File: src/design/assert_macros.svh
// concurrent assertion helpers
`ifndef ASSERT_MACROS_SVH
`define ASSERT_MACROS_SVH

// checked on every rising edge outside of reset
`define ASSERT_CLK(lbl, clk, rst_n, prop, msg) \
    lbl: assert property (@(posedge clk) disable iff (!(rst_n)) prop) else $error(msg);

// implication into the next cycle, outside of reset
`define ASSERT_NEXT(lbl, clk, rst_n, ante, cons, msg) \
    lbl: assert property (@(posedge clk) disable iff (!(rst_n)) (ante) |=> (cons)) else $error(msg);

`endif

File: src/design/aeg_pkg.sv
`default_nettype none

package aeg_pkg;

    localparam int unsigned LVL_W     = 24;
    localparam int unsigned CFG_IDX_W = 8;
    localparam int unsigned CODE_W    = 3;

    localparam logic [LVL_W-1:0] LVL_ONE = 24'h800000;

    localparam logic [CFG_IDX_W-1:0] REG_ATTACK  = 8'd0;
    localparam logic [CFG_IDX_W-1:0] REG_DECAY   = 8'd1;
    localparam logic [CFG_IDX_W-1:0] REG_SUSTAIN = 8'd2;
    localparam logic [CFG_IDX_W-1:0] REG_RELEASE = 8'd3;

    localparam logic [LVL_W-1:0] RST_ATTACK  = 24'd1024;
    localparam logic [LVL_W-1:0] RST_DECAY   = 24'd512;
    localparam logic [LVL_W-1:0] RST_SUSTAIN = 24'd4194304;
    localparam logic [LVL_W-1:0] RST_RELEASE = 24'd512;

    localparam logic [CODE_W-1:0] CODE_IDLE    = 3'd0;
    localparam logic [CODE_W-1:0] CODE_ATTACK  = 3'd1;
    localparam logic [CODE_W-1:0] CODE_DECAY   = 3'd2;
    localparam logic [CODE_W-1:0] CODE_SUSTAIN = 3'd3;
    localparam logic [CODE_W-1:0] CODE_RELEASE = 3'd4;

    typedef enum logic [4:0] {
        ST_IDLE    = 5'b00001,
        ST_ATTACK  = 5'b00010,
        ST_DECAY   = 5'b00100,
        ST_SUSTAIN = 5'b01000,
        ST_RELEASE = 5'b10000
    } t_stage;

    typedef struct packed {
        logic [LVL_W-1:0] atk_step;
        logic [LVL_W-1:0] dcy_step;
        logic [LVL_W-1:0] sustain_level;
        logic [LVL_W-1:0] rel_step;
    } t_cfg;

    function automatic logic [LVL_W-1:0] sustain_clamp(input logic [LVL_W-1:0] sus);
        return (sus > LVL_ONE) ? LVL_ONE : sus;
    endfunction

    function automatic logic [CODE_W-1:0] stage_code(input t_stage st);
        logic [CODE_W-1:0] code;
        case (st)
            ST_ATTACK:  code = CODE_ATTACK;
            ST_DECAY:   code = CODE_DECAY;
            ST_SUSTAIN: code = CODE_SUSTAIN;
            ST_RELEASE: code = CODE_RELEASE;
            default:    code = CODE_IDLE;
        endcase
        return code;
    endfunction

    // stage change at the start of a chunk
    function automatic t_stage gate_adjust(input t_stage st, input logic gate);
        t_stage res;
        logic   quiet;
        quiet = (st == ST_IDLE) || (st == ST_RELEASE);
        if (gate && quiet) begin
            res = ST_ATTACK;
        end else if (!gate && !quiet) begin
            res = ST_RELEASE;
        end else begin
            res = st;
        end
        return res;
    endfunction

endpackage

`default_nettype wire

File: src/design/aeg_cfg.sv
`default_nettype none

module aeg_cfg
    import aeg_pkg::*;
(
    input  wire logic                 i_clk,
    input  wire logic                 i_rst_n,
    input  wire logic                 i_cfg_valid,
    input  wire logic [CFG_IDX_W-1:0] i_cfg_index,
    input  wire logic [LVL_W-1:0]     i_cfg_data,
    output t_cfg                      o_cfg
);

    t_cfg r_cfg;

    always_ff @(posedge i_clk) begin
        if (!i_rst_n) begin
            r_cfg.atk_step      <= RST_ATTACK;
            r_cfg.dcy_step      <= RST_DECAY;
            r_cfg.sustain_level <= RST_SUSTAIN;
            r_cfg.rel_step      <= RST_RELEASE;
        end else if (i_cfg_valid) begin
            case (i_cfg_index)
                REG_ATTACK:  r_cfg.atk_step      <= i_cfg_data;
                REG_DECAY:   r_cfg.dcy_step      <= i_cfg_data;
                REG_SUSTAIN: r_cfg.sustain_level <= i_cfg_data;
                REG_RELEASE: r_cfg.rel_step      <= i_cfg_data;
                default: begin
                end
            endcase
        end
    end

    assign o_cfg = r_cfg;

endmodule

`default_nettype wire

File: src/design/aeg_step.sv
`default_nettype none

module aeg_step
    import aeg_pkg::*;
(
    input  t_cfg                  i_cfg,
    input  t_stage                i_stage,
    input  wire logic [LVL_W-1:0] i_level,
    output t_stage                o_stage,
    output logic      [LVL_W-1:0] o_level
);

    logic [LVL_W-1:0] sus;
    logic [LVL_W:0]   att_sum;
    logic [LVL_W:0]   dec_lim;

    always_comb begin
        sus     = sustain_clamp(i_cfg.sustain_level);
        att_sum = {1'b0, i_level} + {1'b0, i_cfg.atk_step};
        dec_lim = {1'b0, sus} + {1'b0, i_cfg.dcy_step};
        o_stage = i_stage;
        o_level = i_level;
        case (i_stage)
            ST_ATTACK: begin
                if (att_sum >= {1'b0, LVL_ONE}) begin
                    o_level = LVL_ONE;
                    o_stage = ST_DECAY;
                end else begin
                    o_level = att_sum[LVL_W-1:0];
                end
            end
            ST_DECAY: begin
                if ({1'b0, i_level} <= dec_lim) begin
                    o_level = sus;
                    o_stage = ST_SUSTAIN;
                end else begin
                    o_level = i_level - i_cfg.dcy_step;
                end
            end
            ST_SUSTAIN: begin
                o_level = sus;
            end
            ST_RELEASE: begin
                if (i_level <= i_cfg.rel_step) begin
                    o_level = '0;
                    o_stage = ST_IDLE;
                end else begin
                    o_level = i_level - i_cfg.rel_step;
                end
            end
            default: begin
                o_level = '0;
                o_stage = ST_IDLE;
            end
        endcase
    end

endmodule

`default_nettype wire

File: src/design/adsr_envelope_generator.sv
// Linear ADSR envelope generator.
// Input channel (i_valid / o_stall): one beat per chunk, carrying the gate bit.
// Output channel (o_valid / i_stall): CHUNK_LEN envelope samples per chunk,
// each with its level (unsigned Q1.23), the stage after the sample, and a
// flag on the last sample of the chunk.
// Config channel (i_cfg_valid / o_cfg_ready): always ready; writes attack,
// decay, sustain and release values by index, unknown indexes are dropped.
// Write configuration only while no chunk is in flight.
// A taken chunk sets the busy flag; its first sample is then registered in
// the output register. Throughput: one sample per cycle while no stall holds
// the output; the next chunk is taken in the cycle of the current last
// sample, so samples stream without gaps, and the counter marks that sample.
// Reset: stage idle, level zero, all rates back to their defaults, no
// output pending. A stall on the output holds the sample in the output
// register and freezes the generator; a busy generator stalls its input as well.
`default_nettype none
`include "assert_macros.svh"

module adsr_envelope_generator
    import aeg_pkg::*;
#(
    parameter int unsigned CHUNK_LEN = 32
) (
    input  wire logic                 i_clk,
    input  wire logic                 i_rst_n,
    input  wire logic                 i_valid,
    output logic                      o_stall,
    input  wire logic                 i_gate_on,
    output logic                      o_valid,
    input  wire logic                 i_stall,
    output logic      [LVL_W-1:0]     o_env_level,
    output logic      [CODE_W-1:0]    o_env_stage,
    output logic                      o_last_of_chunk,
    input  wire logic                 i_cfg_valid,
    output logic                      o_cfg_ready,
    input  wire logic [CFG_IDX_W-1:0] i_cfg_index,
    input  wire logic [LVL_W-1:0]     i_cfg_data
);

    localparam int unsigned CNT_W = (CHUNK_LEN > 1) ? $clog2(CHUNK_LEN) : 1;
    localparam logic [CNT_W-1:0] LAST_CNT = CNT_W'(CHUNK_LEN - 1);

    t_cfg             cfg;
    t_stage           step_stage;
    logic [LVL_W-1:0] step_level;

    t_stage           r_stage, n_stage;
    logic [LVL_W-1:0] r_level, n_level;
    logic [CNT_W-1:0] r_cnt, n_cnt;
    logic             r_busy, n_busy;
    logic             r_out_valid;
    logic [LVL_W-1:0] r_out_level;
    logic [CODE_W-1:0] r_out_stage;
    logic             r_out_last;

    logic             accept_in;
    logic             advance;
    logic             last;
    t_stage           base_stage;

    aeg_cfg u_cfg (
        .i_clk       (i_clk),
        .i_rst_n     (i_rst_n),
        .i_cfg_valid (i_cfg_valid),
        .i_cfg_index (i_cfg_index),
        .i_cfg_data  (i_cfg_data),
        .o_cfg       (cfg)
    );

    aeg_step u_step (
        .i_cfg   (cfg),
        .i_stage (r_stage),
        .i_level (r_level),
        .o_stage (step_stage),
        .o_level (step_level)
    );

    always_comb begin
        advance    = r_busy && (!r_out_valid || !i_stall);
        last       = (r_cnt == LAST_CNT);
        o_stall    = r_busy && !(advance && last);
        accept_in  = i_valid && !o_stall;
        base_stage = advance ? step_stage : r_stage;
        n_level    = advance ? step_level : r_level;
        n_stage    = accept_in ? gate_adjust(base_stage, i_gate_on) : base_stage;
        if (accept_in) begin
            n_busy = 1'b1;
            n_cnt  = '0;
        end else if (advance && last) begin
            n_busy = 1'b0;
            n_cnt  = '0;
        end else if (advance) begin
            n_busy = r_busy;
            n_cnt  = r_cnt + 1'b1;
        end else begin
            n_busy = r_busy;
            n_cnt  = r_cnt;
        end
    end

    always_ff @(posedge i_clk) begin
        if (!i_rst_n) begin
            r_stage     <= ST_IDLE;
            r_level     <= '0;
            r_cnt       <= '0;
            r_busy      <= 1'b0;
            r_out_valid <= 1'b0;
        end else begin
            r_stage <= n_stage;
            r_level <= n_level;
            r_cnt   <= n_cnt;
            r_busy  <= n_busy;
            if (advance) begin
                r_out_valid <= 1'b1;
            end else if (!i_stall) begin
                r_out_valid <= 1'b0;
            end
        end
    end

    // sample payload, no reset needed
    always_ff @(posedge i_clk) begin
        if (advance) begin
            r_out_level <= step_level;
            r_out_stage <= stage_code(step_stage);
            r_out_last  <= last;
        end
    end

    assign o_valid         = r_out_valid;
    assign o_env_level     = r_out_level;
    assign o_env_stage     = r_out_stage;
    assign o_last_of_chunk = r_out_last;
    assign o_cfg_ready     = 1'b1;

    `ASSERT_CLK(a_level_max, i_clk, i_rst_n, o_valid |-> (o_env_level <= LVL_ONE), "level above one")
    `ASSERT_CLK(a_idle_zero, i_clk, i_rst_n, (o_valid && (o_env_stage == CODE_IDLE)) |-> (o_env_level == '0), "idle sample with nonzero level")
    `ASSERT_CLK(a_sustain_hold, i_clk, i_rst_n, (o_valid && (o_env_stage == CODE_SUSTAIN)) |-> (o_env_level == sustain_clamp(cfg.sustain_level)), "sustain sample off the sustain level")
    `ASSERT_NEXT(a_accept_busy, i_clk, i_rst_n, accept_in, r_busy && (r_cnt == '0), "chunk taken but generator not started")

endmodule

`default_nettype wire

File: config.mk
export PLATFORM = sky130hd
export DESIGN_NAME = adsr_envelope_generator
export DESIGN_NICKNAME = d
export VERILOG_FILES = /design/src/design/aeg_pkg.sv /design/src/design/aeg_cfg.sv /design/src/design/aeg_step.sv /design/src/design/adsr_envelope_generator.sv
export VERILOG_INCLUDE_DIRS = /design/src /design/src/design
export SDC_FILE = /design/constraint.sdc
export NUM_CORES = 1
export LEC_CHECK = 0
export ABC_AREA = 1
export BUFFER_PORTS_ARGS = -buffer_cell sky130_fd_sc_hd__buf_2
export CORE_MARGIN = 8
export CORE_UTILIZATION = 54
export CTS_BUF_LIST = sky130_fd_sc_hd__clkbuf_4 sky130_fd_sc_hd__clkbuf_8 sky130_fd_sc_hd__clkbuf_16
export DETAILED_ROUTE_END_ITERATION = 8
export PLACE_DENSITY_LB_ADDON = 0.12
export SKIP_CTS_REPAIR_TIMING = 1
export SYNTH_ARGS = -nofsm -noshare
export SYNTH_HDL_FRONTEND = slang
export SYNTH_SLANG_ARGS = --single-unit
File: constraint.sdc
create_clock -name i_clk -period 9.38 [get_ports i_clk]
set_input_delay 1.876 -clock i_clk [delete_from_list [all_inputs] [get_ports i_clk]]
set_output_delay 1.876 -clock i_clk [all_outputs]
set_load 0.1 [all_outputs]
==> qor.yml <==
logic_synthesis:
  synth.area.top_cells: "dfxtp_1 22%, ha_1 12%, nand2_1 10%"
  synth-async-reset-ratio_pct: 0
  synth_edf_count: 28
  synth-seq-cells: 160
  post-synth-top-area-cell: "dfxtp_1"
  synth_nets: 1929
  ys_seq_area_share_pct: 28.5
  syn_inst: 1766
  synth_top_flop_cell: "dfxtp_1"
  syn-cell-area_um2: 12200
  avgSynthCellArea_um2: 6.92
  yosys_warnings: 0
  yosys.area.top_type_share_pct: 21.6
  yosys.cell_types.count: 58
global_route:
  grt_pass1_vias: 11500
  grt_pass1_wl_mm: 65.3
  grt-busiest-layer: "met2"
  antenna_found_initial: 3
  grtUsageMet1_pct: 41.5
  use_met3_pct: 5.01
  grt_use_met2_pct: 48.0
  grt_use_total_pct: 30.2
  grt_max_degree: 101
  gr-total-overflow: 0
drt:
  drtIter0Drc: 1093
  vias: 12100
  ant_nets: 0
  wl_per_cell_um: 20.1
  avgViaCountPerCell: 5.72
  first_pass_iters: 5
  finalWirelength_mm: 42.5
  drc: 0
cts:
  cts-root-buf: "clkbuf_16"
  clkTransAtPathRegs_ps: 70
  clk_latency_ps: 440
  cts_tree: "yes"
  cts_max_level: 4
  clock_path_buffers: 2
  cts_sinks: 160
  numCtsBuffers: 17
pwr:
  intPower_uw: 1260
  p_leak_uw: 0.00645
  clockPowerShare_pct: 35.2
  seqPwrFrac_pct: 37.5
  p_switching_uw: 723
  power.share.switching_pct: 36.5
  power_density_nw_per_um2: 148
  ir_worst_vdd_mv: 0.0958
  power_frac_comb_pct: 27.3
place:
  dp_hpwl_mm: 33.0
  gp_congestion: 1.00
  port_buffers: 67
cells_and_area:
  final_cell_mix: "332 x nand2_1, 231 x inv_1, 201 x nor2_1, 192 x a21oi_1, 132 x dfxtp_1"
  fin_nets: 1977
  fin_util_pct: 59.5
  drive_gt1_share_pct: 9.74
  final_common_cell: "nand2_1"
  area_growth_pct: 9.16
timing:
  tightest_slew_ps: 1010
  period_share_pct: 67.1
  fmax_mhz: 159
  rsz0062_at_grt: "false"
  finalSetupViolCount: 0
  slew_violations: 0
  tns_ps: 0
  slew_headroom_pct: 32.6
  min_period_ps: 6290
  finClkSkew_ps: 16.6
  hold_viol: 0
setup_path:
  crit_path_end_kind: "flop"
  crit_required_ps: 9720
  crit_top_cell: "nand2_1"
  cpMaxStageDelayCell: "a21oi_1"
  worstPathArrival_ps: 6630
  critPathMaxStageDelay_ps: 420
  criticalPathCategory: "reg -> reg"
  cp-start-kind: "flop"
  cp_max_fo: 15
die:
  initial_core_util_pct: 54.5
  core_area_um2: 22400
  io_pins: 69
  std_cell_rows: 55
  fp.dieArea_um2: 27700
  die_w_um: 166
  fp.dieH_um: 166
worst_hold_path:
  hp-class: "reg -> reg"
run_status:
  status: "completed"
run:
  cap_violations: 0
==> through the flow <==
| stage | total power, uW | hold slack, ps | cell area (um2) | std cells | setup slack (ps) |
|---|---|---|---|---|---|
| after CTS | 1970 | 465 | 13300 | 2112 | 3200 |
| after detailed placement | 1280 | 457 | 12800 | 2080 | 3220 |
| after global routing | 2060 | 478 | 13300 | 2112 | 2610 |
| final | 1980 | 463 | 13300 | 2113 | 3090 |
| after floorplan | 1140 | 435 | 12200 | 1766 | 4650 |
| after global placement | 1280 | 449 | 12800 | 2080 | 3470 |
==> synthesized netlist by cell type, drive strengths merged, types with 28 or more instances <==
cell type / count
nand2: 351
inv: 239
nor2: 207
a21oi: 199
o21ai: 164
dfxtp: 132
ha: 121
nand3: 62
xor2: 38
xnor2: 37
clkbuf: 34
edfxtp: 28
==> layer usage <==
layer | wire (um) | vias up | share of wire (%)
met2 | 18600 | 461 | 44
met5 | 27 | - | 0.064
met3 | 3200 | 65 | 7.5
met4 | 1060 | 4 | 2.5
li1 | - | 5945 | -
met1 | 19600 | 5620 | 46
==> registers in the layout, indices dropped and copies added, names as in the netlist <==
signal           cells
u_cfg.o_cfg         96
o_env_level         24
r_level             24
r_cnt                5
r_stage              5
o_env_stage          3
o_last_of_chunk      1
o_valid              1
r_busy               1
==> cell families (layout without fill, tap and decap cells) <==
kind of cell / Yosys count / after routing / synth area share (%)
AND/OR/NAND/NOR: 685 / 685 / 24.2
AO/OA/AOI/OAI: 430 / 430 / 19.5
buffers and inverters: 290 / 351 / 9.28
flip-flops: 160 / 160 / 28.5
adder cells (fa/ha/maj): 125 / 125 / 13.0
XOR/XNOR: 75 / 75 / 5.38
other: 1 / 2 / 0.0307
==> critical path, delay by kind of cell (launching register included) <==
family                     cells  cell delay, ps
AOI/OAI and AO/OA              8            1830
buffers and inverters          4             630
xor gates and xnor gates       1             170
adders and majority gates      2             560
DFF                            1             300
and+or+nand+nor               20            2680
==> worst paths after layout <==
path	startpoint	end	slack, ps	cells after the start
max	u_cfg.o_cfg[31]$_SDFFE_PN0P_	r_level[6]$_SDFFE_PN0P_	3090	35
max reg2reg	u_cfg.o_cfg[31]$_SDFFE_PN0P_	r_level[6]$_SDFFE_PN0P_	3090	35
min reg2reg	u_cfg.o_cfg[15]$_SDFFE_PN0P_	u_cfg.o_cfg[15]$_SDFFE_PN0P_	460	2
min	u_cfg.o_cfg[15]$_SDFFE_PN0P_	u_cfg.o_cfg[15]$_SDFFE_PN0P_	460	2
==> area by class of cell <==
cell class | count | area [um2]
fillers | 2241 | 9090
multi-input cells | 1316 | 7600
flip-flops and latches | 160 | 3480
inverters | 243 | 916
clock buffers | 21 | 480
repair buffers | 76 | 403
well taps | 285 | 357
clock inverters | 11 | 95.1
diodes | 1 | 2.50
==> power by group through the flow <==
stage / registers, uW / logic, uW / clock network (uW)
after floorplan: 800 / 339 / 0
after global placement: 757 / 525 / 0
after detailed placement: 757 / 527 / 0
after CTS: 741 / 529 / 703
after global routing: 744 / 590 / 728
final: 743 / 540 / 698
Power figures use the tool's default switching activity.
